[src/rtl/core/tlsched_pkg.sv]
// Package with shared types and constants for the two-level thread scheduler.
package tlsched_pkg;

  localparam int unsigned SLOTS_DEFAULT = 16;
  localparam int unsigned REM_W = 24;
  localparam logic [7:0] QUANTUM_RESET = 8'd20;

  localparam logic ADDR_RR_QUANTUM = 1'b0;

  localparam logic [1:0] STATUS_CREATED = 2'd0;
  localparam logic [1:0] STATUS_FULL    = 2'd1;
  localparam logic [1:0] STATUS_TICK    = 2'd2;

  localparam logic MODE_CREATE = 1'b0;
  localparam logic MODE_TICK   = 1'b1;

  localparam logic [1:0] SLOT_FREE  = 2'd0;
  localparam logic [1:0] SLOT_READY = 2'd1;
  localparam logic [1:0] SLOT_RUN   = 2'd2;
  localparam logic [1:0] SLOT_DONE  = 2'd3;

  typedef struct packed {
    logic            mode;
    logic            priority_req;
    logic [REM_W-1:0] exec_ticks;
  } in_beat_t;

  typedef struct packed {
    logic [1:0] create_status;
    logic [3:0] new_id;
    logic [3:0] running_id;
    logic       switched;
    logic       finished;
    logic [3:0] finished_id;
    logic       all_done;
  } out_beat_t;

endpackage

[src/rtl/core/two_level_sjf_rr_thread_scheduler.sv]
// Top level of the two-level (sorted high, round-robin low) thread scheduler.
// One input beat at a time is processed; the input stalls until that beat's
// result has been placed in the output register. A tick may keep the running
// thread or take the next one from the sorted queue or the FIFO, and a high
// create may preempt a low thread. A high create that joins the sorted queue
// scans the queued entries for its place and moves each later entry up by
// one; taking the next thread from the sorted queue shifts that queue down by
// one entry. Remaining time lives in a one-port memory with a registered
// read; the sorted queue and the FIFO share a second memory. Per-slot state
// and priority are flip-flops. The result beat sits in an output register, so
// the next input beat is accepted while that result still waits; its own
// result is then held back until the register frees.
module two_level_sjf_rr_thread_scheduler #(
  parameter int unsigned SLOTS = tlsched_pkg::SLOTS_DEFAULT
) (
  input  logic                  clk,
  input  logic                  rst,
  input  logic                  in_valid,
  output logic                  in_stall,
  input  tlsched_pkg::in_beat_t in_data,
  output logic                  out_valid,
  input  logic                  out_stall,
  output tlsched_pkg::out_beat_t out_data,
  input  logic                  psel,
  input  logic                  penable,
  input  logic                  pwrite,
  input  logic                  paddr,
  input  logic [31:0]           pwdata,
  output logic [31:0]           prdata,
  output logic                  pready
);

  localparam int unsigned IW = (SLOTS > 1) ? $clog2(SLOTS) : 1;
  localparam int unsigned CW = $clog2(SLOTS + 1);
  localparam int unsigned RW = tlsched_pkg::REM_W;
  localparam int unsigned QDEPTH = 2 * (1 << IW);

  localparam logic [1:0] ST_FREE  = tlsched_pkg::SLOT_FREE;
  localparam logic [1:0] ST_READY = tlsched_pkg::SLOT_READY;
  localparam logic [1:0] ST_RUN   = tlsched_pkg::SLOT_RUN;
  localparam logic [1:0] ST_DONE  = tlsched_pkg::SLOT_DONE;

  typedef enum logic [4:0] {
    S_IDLE, S_CREATE, S_RDRUN, S_WTRUN, S_PREEMPT, S_TICK_RD, S_TICK_WT, S_TICK,
    S_INS_RD, S_INS_WT, S_INS_CMP, S_SHIFT_RD, S_SHIFT_WR, S_PICK, S_POP_RD,
    S_POP_WT, S_POP_WR, S_OUT
  } state_t;

  state_t state;

  // Configuration register.
  logic [7:0] rr_quantum;
  assign pready = 1'b1;
  assign prdata = {24'd0, rr_quantum};

  // Per-slot flags.
  logic [1:0]       slot_state [SLOTS];
  logic [SLOTS-1:0] slot_priority;

  // Remaining-time memory.
  logic [RW-1:0] rem_mem [SLOTS];
  logic [IW-1:0] rem_addr;
  logic          rem_we;
  logic [RW-1:0] rem_wdata;
  logic [RW-1:0] rem_rdata;

  // Queue memory: the sorted queue (kept in order from index 0) in the lower
  // half, the round-robin FIFO in the upper half.
  logic [IW-1:0] q_mem [QDEPTH];
  logic [IW:0]   q_addr;
  logic          q_we;
  logic [IW-1:0] q_wdata;
  logic [IW-1:0] q_rdata;
  logic [CW-1:0] sjf_count;
  logic [IW-1:0] rr_head;
  logic [CW-1:0] rr_count;

  always_ff @(posedge clk) begin
    if (rem_we) rem_mem[rem_addr] <= rem_wdata;
    rem_rdata <= rem_mem[rem_addr];
    if (q_we) q_mem[q_addr] <= q_wdata;
    q_rdata <= q_mem[q_addr];
  end

  // Scheduler registers.
  logic [IW-1:0] running_slot;
  logic [7:0]    slice_left;
  logic          idle_flag;
  logic [IW-1:0] old_run;
  logic          old_idle;
  logic          cur_pr;
  logic [RW-1:0] cur_ex;
  logic [IW-1:0] new_slot;
  logic [1:0]    status;
  logic          fin;
  logic [IW-1:0] fin_id;
  logic [IW-1:0] ins_id;     // slot being inserted into the sorted queue
  logic [RW-1:0] ins_key;
  logic [CW-1:0] walk;       // insertion scan / shift position
  logic [CW-1:0] ins_pos;
  logic          after_ins_start; // start new_slot once the insert finishes
  logic          run_is_high;
  logic [RW-1:0] run_rem;

  // First free slot search over flags (slot 0 never free).
  logic          free_found;
  logic [IW-1:0] free_slot;
  always_comb begin
    free_found = 1'b0;
    free_slot  = '0;
    for (int k = SLOTS - 1; k >= 1; k--) begin
      if (slot_state[k] == ST_FREE) begin
        free_found = 1'b1;
        free_slot  = IW'(k);
      end
    end
  end

  logic [7:0] quantum_eff;
  assign quantum_eff = (rr_quantum == 8'd0) ? 8'd1 : rr_quantum;

  // FIFO tail: head plus count, wrapped at SLOTS.
  logic [CW:0]   rr_sum;
  logic [IW-1:0] rr_tail;
  assign rr_sum  = (CW+1)'(rr_head) + (CW+1)'(rr_count);
  assign rr_tail = (rr_sum >= (CW+1)'(SLOTS)) ? IW'(rr_sum - (CW+1)'(SLOTS)) : IW'(rr_sum);

  assign in_stall = (state != S_IDLE);

  // Memory port control.
  always_comb begin
    rem_addr  = running_slot;
    rem_we    = 1'b0;
    rem_wdata = cur_ex;
    q_addr    = {1'b1, rr_tail};
    q_we      = 1'b0;
    q_wdata   = running_slot;
    unique case (state)
      S_CREATE: begin
        rem_addr = free_slot;
        rem_we   = free_found;
        rem_wdata = cur_ex;
        q_wdata  = free_slot;
        q_we     = free_found && !idle_flag && !cur_pr;
      end
      S_RDRUN, S_TICK_RD: rem_addr = running_slot;
      S_PREEMPT: begin
        q_wdata = running_slot;
        q_we    = !run_is_high;
      end
      S_TICK: begin
        rem_addr  = running_slot;
        rem_we    = (running_slot != '0);
        rem_wdata = (rem_rdata <= RW'(1)) ? '0 : rem_rdata - RW'(1);
        q_wdata   = running_slot;
        q_we      = !(running_slot != '0 && rem_rdata <= RW'(1)) &&
                    !slot_priority[running_slot] && slice_left <= 8'd1;
      end
      S_INS_RD: q_addr = {1'b0, walk[IW-1:0]};
      S_INS_WT: begin
        q_addr   = {1'b0, walk[IW-1:0]};
        rem_addr = q_rdata;
      end
      S_SHIFT_RD: q_addr = {1'b0, IW'(walk - CW'(1))};
      S_SHIFT_WR: begin
        q_addr  = {1'b0, walk[IW-1:0]};
        q_we    = 1'b1;
        q_wdata = (walk == ins_pos) ? ins_id : q_rdata;
      end
      // Only one queue is read here; the counts already tell which one.
      S_PICK: q_addr = (sjf_count != '0) ? '0 : {1'b1, rr_head};
      S_POP_RD, S_POP_WT: q_addr = {1'b0, IW'(walk + CW'(1))};
      S_POP_WR: begin
        q_addr  = {1'b0, walk[IW-1:0]};
        q_we    = 1'b1;
        q_wdata = q_rdata;
      end
      default: begin
      end
    endcase
  end

  always_ff @(posedge clk) begin
    if (rst) begin
      state         <= S_IDLE;
      rr_quantum    <= tlsched_pkg::QUANTUM_RESET;
      slice_left    <= tlsched_pkg::QUANTUM_RESET;
      for (int k = 0; k < SLOTS; k++) slot_state[k] <= (k == 0) ? ST_RUN : ST_FREE;
      slot_priority <= '0;
      running_slot  <= '0;
      idle_flag     <= 1'b0;
      sjf_count     <= '0;
      rr_head       <= '0;
      rr_count      <= '0;
      out_valid     <= 1'b0;
    end else begin
      if (psel && penable && pwrite && pready && paddr == tlsched_pkg::ADDR_RR_QUANTUM)
        rr_quantum <= pwdata[7:0];
      if (out_valid && !out_stall && state != S_OUT) out_valid <= 1'b0;

      unique case (state)
        S_IDLE: begin
          if (in_valid && !in_stall) begin
            old_run  <= running_slot;
            old_idle <= idle_flag;
            cur_pr   <= in_data.priority_req;
            cur_ex   <= in_data.exec_ticks;
            fin      <= 1'b0;
            fin_id   <= '0;
            new_slot <= '0;
            after_ins_start <= 1'b0;
            if (in_data.mode == tlsched_pkg::MODE_CREATE) begin
              state <= S_CREATE;
            end else begin
              status <= tlsched_pkg::STATUS_TICK;
              state  <= idle_flag ? S_OUT : S_TICK_RD;
            end
          end
        end
        S_CREATE: begin
          if (!free_found) begin
            status <= tlsched_pkg::STATUS_FULL;
            state  <= S_OUT;
          end else begin
            status <= tlsched_pkg::STATUS_CREATED;
            new_slot <= free_slot;
            slot_priority[free_slot] <= cur_pr;
            if (idle_flag) begin
              running_slot <= free_slot;
              slot_state[free_slot] <= ST_RUN;
              slice_left <= quantum_eff;
              idle_flag <= 1'b0;
              state <= S_OUT;
            end else if (cur_pr) begin
              slot_state[free_slot] <= ST_READY;
              run_is_high <= slot_priority[running_slot];
              state <= S_RDRUN;
            end else begin
              slot_state[free_slot] <= ST_READY;
              rr_count <= rr_count + CW'(1);
              state <= S_OUT;
            end
          end
        end
        S_RDRUN: state <= S_WTRUN;
        S_WTRUN: begin
          run_rem <= rem_rdata;
          state   <= S_PREEMPT;
        end
        S_PREEMPT: begin
          if (!run_is_high) begin
            rr_count <= rr_count + CW'(1);
            slot_state[running_slot] <= ST_READY;
            running_slot <= new_slot;
            slot_state[new_slot] <= ST_RUN;
            slice_left <= quantum_eff;
            state <= S_OUT;
          end else if (run_rem > cur_ex) begin
            ins_id  <= running_slot;
            ins_key <= run_rem;
            after_ins_start <= 1'b1;
            walk    <= '0;
            ins_pos <= sjf_count;
            state   <= (sjf_count == '0) ? S_SHIFT_WR : S_INS_RD;
          end else begin
            ins_id  <= new_slot;
            ins_key <= cur_ex;
            walk    <= '0;
            ins_pos <= sjf_count;
            state   <= (sjf_count == '0) ? S_SHIFT_WR : S_INS_RD;
          end
        end
        // Scan the sorted queue for the first entry with a larger key.
        S_INS_RD: state <= S_INS_WT;
        S_INS_WT: state <= S_INS_CMP;
        S_INS_CMP: begin
          if (rem_rdata > ins_key || walk + CW'(1) == sjf_count) begin
            ins_pos <= (rem_rdata > ins_key) ? walk : sjf_count;
            walk    <= sjf_count;
            state   <= (sjf_count == ((rem_rdata > ins_key) ? walk : sjf_count))
                       ? S_SHIFT_WR : S_SHIFT_RD;
          end else begin
            walk  <= walk + CW'(1);
            state <= S_INS_RD;
          end
        end
        // Shift entries up from the tail, then drop the inserted id in place.
        S_SHIFT_RD: state <= S_SHIFT_WR;
        S_SHIFT_WR: begin
          if (walk == ins_pos) begin
            sjf_count <= sjf_count + CW'(1);
            slot_state[ins_id] <= ST_READY;
            if (after_ins_start) begin
              running_slot <= new_slot;
              slot_state[new_slot] <= ST_RUN;
              slice_left <= quantum_eff;
            end
            state <= S_OUT;
          end else begin
            walk  <= walk - CW'(1);
            state <= (walk - CW'(1) == ins_pos) ? S_SHIFT_WR : S_SHIFT_RD;
          end
        end
        S_TICK_RD: state <= S_TICK_WT;
        S_TICK_WT: state <= S_TICK;
        S_TICK: begin
          if (running_slot != '0 && rem_rdata <= RW'(1)) begin
            slot_state[running_slot] <= ST_DONE;
            fin    <= 1'b1;
            fin_id <= running_slot;
            state  <= S_PICK;
          end else if (!slot_priority[running_slot]) begin
            if (slice_left <= 8'd1) begin
              rr_count <= rr_count + CW'(1);
              slot_state[running_slot] <= ST_READY;
              state <= S_PICK;
            end else begin
              slice_left <= slice_left - 8'd1;
              state <= S_OUT;
            end
          end else begin
            state <= S_OUT;
          end
        end
        // Sorted queue head first (read data arrives next cycle), else FIFO.
        S_PICK: begin
          if (sjf_count != '0) begin
            walk  <= '0;
            state <= S_POP_RD;
          end else if (rr_count != '0) begin
            state <= S_POP_WT;
            walk  <= '1;
          end else begin
            idle_flag <= 1'b1;
            state <= S_OUT;
          end
        end
        S_POP_RD: begin
          // q_rdata now holds the head entry.
          running_slot <= q_rdata;
          slot_state[q_rdata] <= ST_RUN;
          slice_left <= quantum_eff;
          idle_flag <= 1'b0;
          state <= (sjf_count == CW'(1)) ? S_POP_WR : S_POP_WT;
        end
        S_POP_WT: begin
          if (walk == '1) begin
            // FIFO head read data is valid here.
            running_slot <= q_rdata;
            slot_state[q_rdata] <= ST_RUN;
            slice_left <= quantum_eff;
            idle_flag <= 1'b0;
            rr_head <= (rr_head == IW'(SLOTS - 1)) ? '0 : rr_head + IW'(1);
            rr_count <= rr_count - CW'(1);
            state <= S_OUT;
          end else begin
            state <= S_POP_WR;
          end
        end
        S_POP_WR: begin
          if (walk + CW'(2) >= sjf_count) begin
            sjf_count <= sjf_count - CW'(1);
            state <= S_OUT;
          end else begin
            walk  <= walk + CW'(1);
            state <= S_POP_WT;
          end
        end
        S_OUT: begin
          if (!out_valid || !out_stall) begin
            out_valid <= 1'b1;
            out_data.create_status <= status;
            out_data.new_id      <= 4'(new_slot);
            out_data.running_id  <= idle_flag ? 4'd0 : 4'(running_slot);
            out_data.switched    <= (idle_flag != old_idle) || (running_slot != old_run);
            out_data.finished    <= fin;
            out_data.finished_id <= 4'(fin_id);
            out_data.all_done    <= idle_flag;
            state <= S_IDLE;
          end
        end
        default: state <= S_IDLE;
      endcase
    end
  end

endmodule
[config.mk]
export PLATFORM = sky130hd
export DESIGN_NAME = two_level_sjf_rr_thread_scheduler
export DESIGN_NICKNAME = d
export VERILOG_FILES = /design/src/rtl/core/tlsched_pkg.sv /design/src/rtl/core/two_level_sjf_rr_thread_scheduler.sv
export SDC_FILE = /design/constraint.sdc
export NUM_CORES = 1
export LEC_CHECK = 0
export ABC_CLOCK_PERIOD_IN_PS = 12020
export BUFFER_PORTS_ARGS = -buffer_cell sky130_fd_sc_hd__clkbuf_2
export CELL_PAD_IN_SITES_DETAIL_PLACEMENT = 0
export CELL_PAD_IN_SITES_GLOBAL_PLACEMENT = 1
export CORE_ASPECT_RATIO = 1.25
export CORE_MARGIN = 5
export CORE_UTILIZATION = 56
export CTS_CLUSTER_DIAMETER = 120
export CTS_CLUSTER_SIZE = 40
export DETAILED_ROUTE_END_ITERATION = 6
export PLACE_DENSITY = 0.85
export SLEW_MARGIN = 20
export SYNTH_ARGS = -nofsm -noshare
export SYNTH_HDL_FRONTEND = slang
export SYNTH_SLANG_ARGS = --single-unit
[constraint.sdc]
create_clock -name clk -period 12.02 [get_ports clk]
set_clock_uncertainty 0.2 [all_clocks]
set_input_delay 1.202 -clock clk [delete_from_list [all_inputs] [get_ports clk]]
set_output_delay 1.202 -clock clk [all_outputs]
set_load 0.01 [all_outputs]
==> impl_metrics.json, run 1 <==
{
  "status": "complete, no violations",
  "grt_overflow": 0,
  "p_int_uw": 4513,
  "numCtsBuffers": 22,
  "track_usage_pct": 23.96,
  "synth_ff_type": "edfxtp_1",
  "max_cap_violations": 0,
  "syn_inst": 2541,
  "cts_tree": "done",
  "setup_viol": 0,
  "cp-end-kind": "register",
  "dieHeight_um": 287.5,
  "power_density_mw_per_mm2": 191.8,
  "final_hold_viol_count": 0,
  "drc": 0,
  "synth_fa_ha_area_share_pct": 2.763,
  "power_uw": 7015,
  "die_area_mm2": 0.06670,
  "slew_headroom_pct": 23.85,
  "wl_per_cell_um": 23.95,
  "dp_hpwl_mm": 52.05,
  "place_congestion": 0.9157,
  "cts_hold_buffers": 0,
  "grt_max_degree": 67,
  "path_cells": "or3_1, nor2_2, clkinv_1, a211oi_1, a221o_4, buf_4, buf_4, mux2i_1, mux2i_1, mux2i_1, mux2i_1",
  "worstHoldPathType": "register to register",
  "n_antenna_cell": 0,
  "layout-drive-gt1-share_pct": 11.00,
  "synthTopCellsByArea": "edfxtp_1, mux2i_1, dfxtp_1",
  "drv_slew": 0,
  "p_switching_uw": 2501,
  "synthXorXnorAreaFrac_pct": 1.599,
  "seq_area_mm2": 0.02134,
  "numPortBuffers": 68,
  "yosys.area.top_type": "edfxtp_1",
  "yosys.area_share.simple_pct": 8.657,
  "ctsResizeCount": 0,
  "synth_edf_count": 634,
  "clk_pin_slew_ps": 160,
  "combPwrFrac_pct": 35.8,
  "synth_cell_types": 91,
  "period_needed_ps": 6431,
  "synth_warnings": 0,
  "yosysSeqAreaShare_pct": 61.86,
  "postCtsSetupRepairBufs": 0,
  "postLayoutCoreUtil_pct": 60.05,
  "p_seq_share_pct": 48.7,
  "syn_to_final_growth_pct": 6.013,
  "grt_pass1_wl_mm": 124.1,
  "worstPathArrival_ps": 6710,
  "period_share_pct": 53.50,
  "firstDrtPassIters": 7,
  "rows": 101,
  "fin_tns_setup_ps": 0,
  "netlist_area_mm2": 0.03450,
  "ir_drop_uv": 194.0,
  "synth_compound_area_share_pct": 7.163,
  "routed_wirelength_mm": 81.98,
  "cp_common_cell": "mux2i_1",
  "syn_area_per_cell_um2": 13.58,
  "slowest_delay_ps": 900,
  "grt_pass1_vias": 20950,
  "rsz0062_at_grt": "no",
  "cp.required_ps": 12300,
  "antenna_left": 0,
  "core_mm2": 0.06091,
  "nFillCells": 4820,
  "critPathSlowestCell": "a211oi_1",
  "p_leak_uw": 0.01190,
  "via_per_inst": 6.198,
  "clock_path_buffers": 3,
  "place_area_mm2": 0.03590,
  "fmax_ghz": 0.1555,
  "initial_utilization_pct": 56.64,
  "synth_top_family_by_area": "multiplexers",
  "clkPwrFrac_pct": 15.5,
  "path_class": "register to register",
  "sw_frac_of_total_pct": 35.66,
  "design_area_mm2": 0.03658,
  "ys_ff_latch": 749,
  "drt_iter0_markers": 1897,
  "multi_input_comb_area_mm2": 0.01252,
  "htreeDepth": 1,
  "worst_pin_slew_ps": 1140,
  "fin_nets": 2725,
  "vias": 21220,
  "antenna_found_initial": 0,
  "start_kind": "register",
  "whs_ps": 236.9,
  "synth-async-reset-ratio_pct": 0,
  "ios": 118,
  "clkLatencyLatePin_ps": 620,
  "root_buffer": "clkbuf_16",
  "synth.area.mux_share_pct": 15.00,
  "die_width_um": 232.0,
  "cts_sinks": 749,
  "worst-path-max-fanout": 64,
  "synth_top_area_share_pct": 55.18
}
-- area by class of cell --
| cell class | instances | share of cell area (%) |
|---|---|---|
| Timing Repair Buffer | 119 | 2.011 |
| Clock buffer | 37 | 1.717 |
| Multi-Input combinational cell | 1611 | 34.24 |
| Tap cell | 824 | 2.819 |
| Inverter | 81 | 0.8313 |
| Clock inverter | 2 | 0.03763 |
| Sequential cell | 749 | 58.35 |
-- per-layer routing --
metal  vias to the layer above  wire length [µm]  GRT usage, %
met5                         -                 0             0
li1                       9700                 -             -
met2                       728             41400         41.79
met4                         0              3291         8.747
met3                       166              4200         2.269
met1                     10620             33100         31.46
-- power groups by stage --
| stage | clock (µW) | combinational [µW] | sequential [µW] |
|---|---|---|---|
| 2_1_floorplan | 0 | 1850 | 3350 |
| 3_3_place_gp | 0 | 2430 | 3460 |
| 3_5_place_dp | 0 | 2490 | 3470 |
| 4_1_cts | 1110 | 2500 | 3410 |
| 5_1_grt | 1200 | 2710 | 3430 |
| 6_report | 1090 | 2510 | 3420 |
-- through the flow --
| stage | instances | worst slack, ps |
|---|---|---|
| 5_1_grt | 3423 | 5263 |
| 6_report | 3423 | 5589 |
| 2_1_floorplan | 2588 | 7286 |
| 4_1_cts | 3423 | 5599 |
| 3_5_place_dp | 3384 | 5627 |
| 3_3_place_gp | 3383 | 5868 |
-- registers in the layout, indices dropped and copies added, names as in the netlist, 5 cells and up --
signal         flops
rem_mem          384
q_mem            128
slot_state        30
cur_ex            24
ins_key           24
rem_rdata         24
run_rem           24
out_data          17
slot_priority     16
rr_quantum         8
slice_left         8
ins_pos            5
rr_count           5
sjf_count          5
state              5
walk               5
-- critical path: cells and delay by family (launching register included) --
kind	cells	cell delay (ps)
DFF	1	570
muxes	4	710
AOI/OAI and AO/OA	2	1420
buffers and inverters	3	2380
and+or+nand+nor	2	890
-- synth_stat cells, types with 20 or more instances --
| library cell | instances |
|---|---|
| nor4_1 | 20 |
| nor3_1 | 53 |
| xnor2_1 | 41 |
| buf_4 | 26 |
| inv_1 | 79 |
| a211oi_1 | 26 |
| a21o_1 | 27 |
| dfxtp_1 | 115 |
| mux2_2 | 33 |
| buf_2 | 22 |
| a21oi_1 | 89 |
| mux2i_1 | 413 |
| nand2_1 | 120 |
| o21ai_0 | 58 |
| clkbuf_1 | 77 |
| o22ai_1 | 29 |
| nand4_1 | 22 |
| nor2_1 | 167 |
| nand3_1 | 68 |
| ha_1 | 73 |
| mux4_2 | 25 |
| edfxtp_1 | 634 |
| xor2_1 | 22 |
-- worst paths after layout --
check        startpoint            end  slack (ps)  cells past startpoint
max reg2reg    state[3]  rem_rdata[13]        5590                     11
min           fin_id[2]    out_data[3]         240                      0
max            state[3]  rem_rdata[13]        5590                     11
min reg2reg   fin_id[2]    out_data[3]         240                      0
-- placed cells by master (no fill, tap or decap), types with 11 or more instances in the layout --
cell and count:
inv_1 79, xnor2_1 41, or3_1 12, clkbuf_1 14, ha_1 73, xor2_1 22
edfxtp_1 634, a31oi_1 11, and2_1 12, or2_2 11, nor4_2 14, nand4_1 22
mux2i_1 413, nor3_1 40, a22oi_1 18, nor2_1 161, nand2_1 119, a21oi_1 86
nor3_2 14, buf_4 50, nor4_1 20, a21o_1 27, mux4_2 25, a221oi_1 11
nand2b_1 15, nor2b_1 16, o22ai_1 25, dfxtp_1 115, a211oi_1 26, nand3_1 68
o21ai_0 55, mux2_2 33, conb_1 49, clkbuf_16 23, clkbuf_2 68
-- kinds of logic (layout without fill, tap and decap cells) --
group                    count (synthesis)  in the layout
multiplexers                           475            475
AO/OA/AOI/OAI                          364            364
AND/OR/NAND/NOR                        585            585
flip-flops                             749            749
XOR/XNOR                                63             63
buffers and inverters                  228            239
adder cells (fa/ha/maj)                 75             75
other                                    2             49
Power figures use the tool's default switching activity.
==> inputs of run 2 (changes only) <==
--- a/config.mk
+++ b/config.mk
@@ -5,17 +5,18 @@
 export SDC_FILE = /design/constraint.sdc
 export NUM_CORES = 1
 export LEC_CHECK = 0
-export ABC_CLOCK_PERIOD_IN_PS = 12020
+export ABC_AREA = 1
+export ABC_CLOCK_PERIOD_IN_PS = 6300
 export BUFFER_PORTS_ARGS = -buffer_cell sky130_fd_sc_hd__clkbuf_2
 export CELL_PAD_IN_SITES_DETAIL_PLACEMENT = 0
 export CELL_PAD_IN_SITES_GLOBAL_PLACEMENT = 1
 export CORE_ASPECT_RATIO = 1.25
 export CORE_MARGIN = 5
-export CORE_UTILIZATION = 56
+export CORE_UTILIZATION = 49
 export CTS_CLUSTER_DIAMETER = 120
 export CTS_CLUSTER_SIZE = 40
 export DETAILED_ROUTE_END_ITERATION = 6
-export PLACE_DENSITY = 0.85
+export PLACE_DENSITY = 0.79
 export SLEW_MARGIN = 20
 export SYNTH_ARGS = -nofsm -noshare
 export SYNTH_HDL_FRONTEND = slang
==> constraint.sdc (replaced) <==
create_clock -name clk -period 6.3 [get_ports clk]
set_clock_uncertainty 0.2 [all_clocks]
set_input_delay 0.63 -clock clk [delete_from_list [all_inputs] [get_ports clk]]
set_output_delay 0.63 -clock clk [all_outputs]
set_load 0.01 [all_outputs]
==> run 2 against run 1 <==
  * Critical path depth up 4
  * Non-clock buffer count up 23
  * Critical path type unchanged
  * Die area up 14%
==> impl_metrics.json, run 2 <==
{
  "status": "complete, no violations",
  "yosys.area.top_type": "edfxtp_1",
  "ios": 118,
  "dieHeight_um": 307.6,
  "wl_per_cell_um": 19.91,
  "nFillCells": 6332,
  "layout-drive-gt1-share_pct": 8.401,
  "fin_tns_setup_ps": 0,
  "ys_top_cells_by_count": "nand2_1, edfxtp_1, nand3_1",
  "root_buffer": "clkbuf_16",
  "syn_inst": 3488,
  "period_needed_ps": 4851,
  "cp-end-kind": "register",
  "antenna_left": 0,
  "period_share_pct": 77.00,
  "synth_cell_types": 62,
  "die_area_mm2": 0.07631,
  "whs_ps": 44.65,
  "slew_headroom_pct": 28.52,
  "max_cap_violations": 0,
  "ys_ff_latch": 749,
  "fin_nets": 3674,
  "yosysMostFrequentCell": "nand2_1",
  "initial_utilization_pct": 49.24,
  "worst_pin_slew_ps": 1070,
  "synthTopCellsByArea": "edfxtp_1, nand2_1, dfxtp_1",
  "cts_sinks": 749,
  "final_cell_count_no_fill": 4490,
  "fmax_ghz": 0.2061,
  "drv_slew": 0,
  "synth_top_area_share_pct": 54.83,
  "dp.cells": 4428,
  "final_cell_mix": "nand2_1, edfxtp_1, nand3_1, nor2_1, inv_1",
  "grt_overflow": 0,
  "via_per_inst": 5.528,
  "die_width_um": 248.1,
  "n_antenna_cell": 0,
  "cts_tree": "done",
  "ctsResizeCount": 0,
  "grt_pass1_vias": 24150,
  "clk_pin_slew_ps": 150,
  "worstHoldPathType": "input port to register",
  "cp.required_ps": 6400,
  "vias": 24820,
  "syn_to_final_growth_pct": 7.052,
  "largest_reg_flops": 384,
  "synth_edf_count": 634,
  "numCtsBuffers": 22,
  "ir_drop_uv": 327.6,
  "power_density_mw_per_mm2": 404.3,
  "synth_ff_type": "edfxtp_1",
  "final_common_cell": "nand2_1",
  "core_mm2": 0.07051,
  "yosysSeqAreaShare_pct": 61.47,
  "synth-async-reset-ratio_pct": 0,
  "p_leak_uw": 0.01435,
  "dp_hpwl_mm": 58.76,
  "place_congestion": 0.9181,
  "syn_area_per_cell_um2": 9.954,
  "antenna_found_initial": 0,
  "path_class": "register to register",
  "reg_top3": "rem_mem: 384 flops, q_mem: 128 flops, slot_state: 30 flops",
  "numPortBuffers": 68,
  "grt_pass1_wl_mm": 138.5,
  "htreeDepth": 1,
  "netlist_area_mm2": 0.03472,
  "clkLatencyLatePin_ps": 640,
  "track_usage_pct": 22.97,
  "rsz0062_at_grt": "no",
  "regMostFlops": "rem_mem",
  "final_hold_viol_count": 0,
  "firstDrtPassIters": 6,
  "setup_viol": 0,
  "worst-path-max-fanout": 25,
  "clock_path_buffers": 3,
  "routed_wirelength_mm": 89.41,
  "grt_max_degree": 107,
  "drc": 0,
  "rows": 109,
  "start_kind": "register",
  "worstPathArrival_ps": 4950,
  "synth_warnings": 0,
  "drt_iter0_markers": 2183
}
[run 2: worst max-delay path, stage by stage (launching register included)]
cell	delay [ps]
dfxtp_1	570
nor2_1	100
inv_1	120
nor2_1	80
nand2_1	430
inv_2	220
nor2_1	160
inv_2	80
o22ai_1	200
inv_1	110
nand2_1	180
nand2_1	100
inv_2	550
nand2_1	390
nor2_2	650
buf_4	390
[run 2: timing repair]
item | 4_1_cts | 5_1_grt
buffers inserted | 0 | 0
setup endpoints to repair | 0 | 0
endpoints found under the hold margin | 23 | 0
hold buffers | 23 | 0
[run 2: cells by family after synthesis]
| logic type | count (synthesis) | synth area share, % |
|---|---|---|
| AO/OA/AOI/OAI | 380 | 7.092 |
| XOR/XNOR | 46 | 1.160 |
| adder cells (fa/ha/maj) | 75 | 2.746 |
| buffers and inverters | 435 | 5.247 |
| flip-flops | 749 | 61.47 |
| other | 2 | 0.02163 |
| AND/OR/NAND/NOR | 1801 | 22.27 |
[run 2: final cells by class]
cell class	instances	area, µm²	area share (%)
clock buffers	38	684.4	1.841
multi-input cells	2351	11970	32.20
inverters	267	1013	2.727
well taps	943	1180	3.174
repair buffers	142	982.2	2.643
flip-flops and latches	749	21340	57.42
[run 2: per-stage QoR]
step / setup slack [ps] / util [%] / total power [µW] / area (µm²)
final: 1449 / 52.71 / 15030 / 37170
after global routing: 1117 / 52.71 / 16020 / 37170
after CTS: 1474 / 52.61 / 15060 / 37100
after detailed placement: 1538 / 51.32 / 12910 / 36180
after global placement: 1517 / 51.29 / 12780 / 36170
after floorplan: 2724 / - / 11000 / 34900
[run 2: final timing paths]
path | depth (start not counted) | to | startpoint | slack [ps]
worst max-delay path | 15 | rem_mem[14][12] | state[3] | 1450
worst min-delay path | 1 | cur_ex[19] | in_data[19] | 40
worst max register to register | 15 | rem_mem[14][12] | state[3] | 1450
worst min register to register | 2 | slot_priority[0] | slot_priority[0] | 250
[run 2: metal layers]
layer  vias to the layer above  wire length [µm]  GRT usage [%]  share of wire (%)
met5                         -                 0              0                  0
met2                       751             45030          40.50                 50
li1                      11910                 -              -                  -
met4                         0              2694          6.853                3.0
met3                       124              4760          1.788                5.3
met1                     12040             36930          30.51                 41
[run 2: power by group]
group,internal (µW),total (µW),switching (µW)
Sequential,6150,6590,437
Combinational,1820,6270,4460
Clock,758,2170,1410
Total,8720,15000,6300
==> inputs of run 3 (changes only) <==
--- a/config.mk
+++ b/config.mk
@@ -6,17 +6,17 @@
 export NUM_CORES = 1
 export LEC_CHECK = 0
 export ABC_AREA = 1
-export ABC_CLOCK_PERIOD_IN_PS = 6300
+export ABC_CLOCK_PERIOD_IN_PS = 4000
 export BUFFER_PORTS_ARGS = -buffer_cell sky130_fd_sc_hd__clkbuf_2
 export CELL_PAD_IN_SITES_DETAIL_PLACEMENT = 0
 export CELL_PAD_IN_SITES_GLOBAL_PLACEMENT = 1
 export CORE_ASPECT_RATIO = 1.25
 export CORE_MARGIN = 5
-export CORE_UTILIZATION = 49
+export CORE_UTILIZATION = 45
 export CTS_CLUSTER_DIAMETER = 120
 export CTS_CLUSTER_SIZE = 40
 export DETAILED_ROUTE_END_ITERATION = 6
-export PLACE_DENSITY = 0.79
+export PLACE_DENSITY = 0.77
 export SLEW_MARGIN = 20
 export SYNTH_ARGS = -nofsm -noshare
 export SYNTH_HDL_FRONTEND = slang
==> constraint.sdc (replaced) <==
create_clock -name clk -period 4 [get_ports clk]
set_clock_uncertainty 0.2 [all_clocks]
set_input_delay 0.4 -clock clk [delete_from_list [all_inputs] [get_ports clk]]
set_output_delay 0.4 -clock clk [all_outputs]
set_load 0.01 [all_outputs]
==> run 3 against run 2 <==
  * Combinational power up 61%
  * Final area up 1.8%
  * Die area up 8.6%
  * First-iteration DRC count down 22%
  * Cell count up 2.8%
  * Routed wire length down 0.67%
  * Setup slack worse by 1100 ps
  * Flip-flop and latch count unchanged
  * Via count down 1.2%
  * Clock power up 52%
  * Non-clock buffer count up 82
  * Sequential power up 56%
==> impl_metrics.json, run 3 (same netlist as run 2, synthesis figures left out) <==
{
  "status": "complete, no violations",
  "nFillCells": 7133,
  "track_usage_pct": 20.88,
  "ctsResizeCount": 0,
  "cp-end-kind": "register",
  "fin_ws_ps": 382.3,
  "ir_drop_uv": 831.8,
  "syn_to_final_growth_pct": 8.941,
  "layout-drive-gt1-share_pct": 9.835,
  "worstHoldPathType": "input port to register",
  "routed_wirelength_mm": 88.81,
  "drc": 0,
  "wl_per_cell_um": 19.24,
  "p_leak_uw": 0.01472,
  "numCtsBuffers": 22,
  "numPortBuffers": 68,
  "period_share_pct": 90.44,
  "grt_overflow": 0,
  "clkLatencyLatePin_ps": 680,
  "clk_pin_slew_ps": 180,
  "fin_nets": 3756,
  "grt_max_degree": 171,
  "drt_iter0_markers": 1710,
  "dieHeight_um": 320.6,
  "regMostFlops": "rem_mem",
  "die_width_um": 258.4,
  "power_density_mw_per_mm2": 627.9,
  "fin_tns_setup_ps": 0,
  "worst-path-max-fanout": 29,
  "place_congestion": 0.9356,
  "final_hold_viol_count": 0,
  "fmax_ghz": 0.2764,
  "initial_utilization_pct": 45.16,
  "antenna_left": 0,
  "die_area_mm2": 0.08284,
  "n_antenna_cell": 0,
  "grt_pass1_vias": 23800,
  "path_class": "register to register",
  "final_common_cell": "nand2_1",
  "slew_headroom_pct": 27.76,
  "clock_path_buffers": 3,
  "period_needed_ps": 3618,
  "dp_hpwl_mm": 58.43,
  "worst_pin_slew_ps": 1084,
  "vias": 24530,
  "root_buffer": "clkbuf_16",
  "firstDrtPassIters": 6,
  "whs_ps": 51.90,
  "cts_tree": "done",
  "core_mm2": 0.07688,
  "place_ws_ps": 452.3,
  "postLayoutCoreUtil_pct": 49.20,
  "rows": 114,
  "power_uw": 23750,
  "drv_slew": 0,
  "via_per_inst": 5.314,
  "max_cap_violations": 0,
  "setup_viol": 0,
  "start_kind": "register",
  "cp.required_ps": 4080,
  "reg_top3": "rem_mem: 384 flops, q_mem: 128 flops, slot_state: 30 flops",
  "rsz0062_at_grt": "no",
  "ios": 118,
  "grt_pass1_wl_mm": 137.8,
  "cts_sinks": 749,
  "htreeDepth": 1,
  "antenna_found_initial": 0,
  "largest_reg_flops": 384,
  "final_cell_mix": "nand2_1, edfxtp_1, nand3_1, nor2_1, inv_1",
  "worstPathArrival_ps": 3690
}
run 3: cell types whose count changed in the layout (fill, tap and decap cells not counted), moves of 2 or more:
cell / before / now
o22ai_2: 10 / 0
nor2_2: 11 / 6
o22ai_1: 19 / 29
buf_4: 48 / 115
dlygate4sd3_1: 23 / 35
nor2_4: 24 / 29
clkbuf_16: 25 / 22
clkbuf_1: 12 / 14
buf_12: 2 / 6
run 3: layer usage:
| layer | vias to the layer above | global-route usage, % | routed length [µm] |
|---|---|---|---|
| li1 | 12080 | - | - |
| met4 | 0 | 5.939 | 2668 |
| met2 | 573 | 36.36 | 43770 |
| met5 | - | 0 | 0 |
| met1 | 11770 | 28.37 | 38650 |
| met3 | 112 | 1.575 | 3723 |
run 3: repair_timing:
item	CTS	global route
hold buffers	35	0
buffers inserted	0	0
hold endpoints to repair	39	0
run 3: path summary, 6_finish.rpt:
kind | slack [ps] | end | startpoint | cells after the start
max | 380 | rem_mem[3][17] | state[3] | 14
min | 50 | rr_quantum[2] | penable | 4
max reg2reg | 380 | rem_mem[3][17] | state[3] | 14
min reg2reg | 210 | out_data[16] | status[1] | 0
run 3: power by group:
part,total [µW],internal (µW),leakage [µW],switching (µW)
clock network,3300,1070,0.000299,2230
logic,10100,3100,0.00772,7000
registers,10300,9680,0.00671,671
total,23700,13800,0.0147,9900
run 3: layout make-up:
cell class | count | area [µm²] | share of cell area [%]
Timing Repair Buffer | 224 | 1674 | 4.426
Inverter | 267 | 1013 | 2.679
Clock buffer | 36 | 603.1 | 1.594
Multi-Input combinational cell | 2351 | 11930 | 31.53
Tap cell | 986 | 1234 | 3.262
Sequential cell | 749 | 21340 | 56.42
Clock inverter | 3 | 32.53 | 0.08601
run 3: worst max-delay path, stage by stage (launching register included):
cell,delay [ps]
dfxtp_1,590
nor2_1,110
inv_1,120
nor2_1,80
nand2_1,190
inv_2,70
nor2_1,120
inv_2,80
o22ai_1,300
inv_6,80
nand2_8,110
buf_4,310
nand2_1,320
nor2_4,170
buf_4,370
run 3: metrics by stage:
| step | std cells | instance area (µm²) |
|---|---|---|
| after detailed placement | 4541 | 36820 |
| after CTS | 4615 | 37800 |
| after global placement | 4541 | 36820 |
| after floorplan | 3535 | 34900 |
| final | 4616 | 37820 |
| after global routing | 4616 | 37820 |
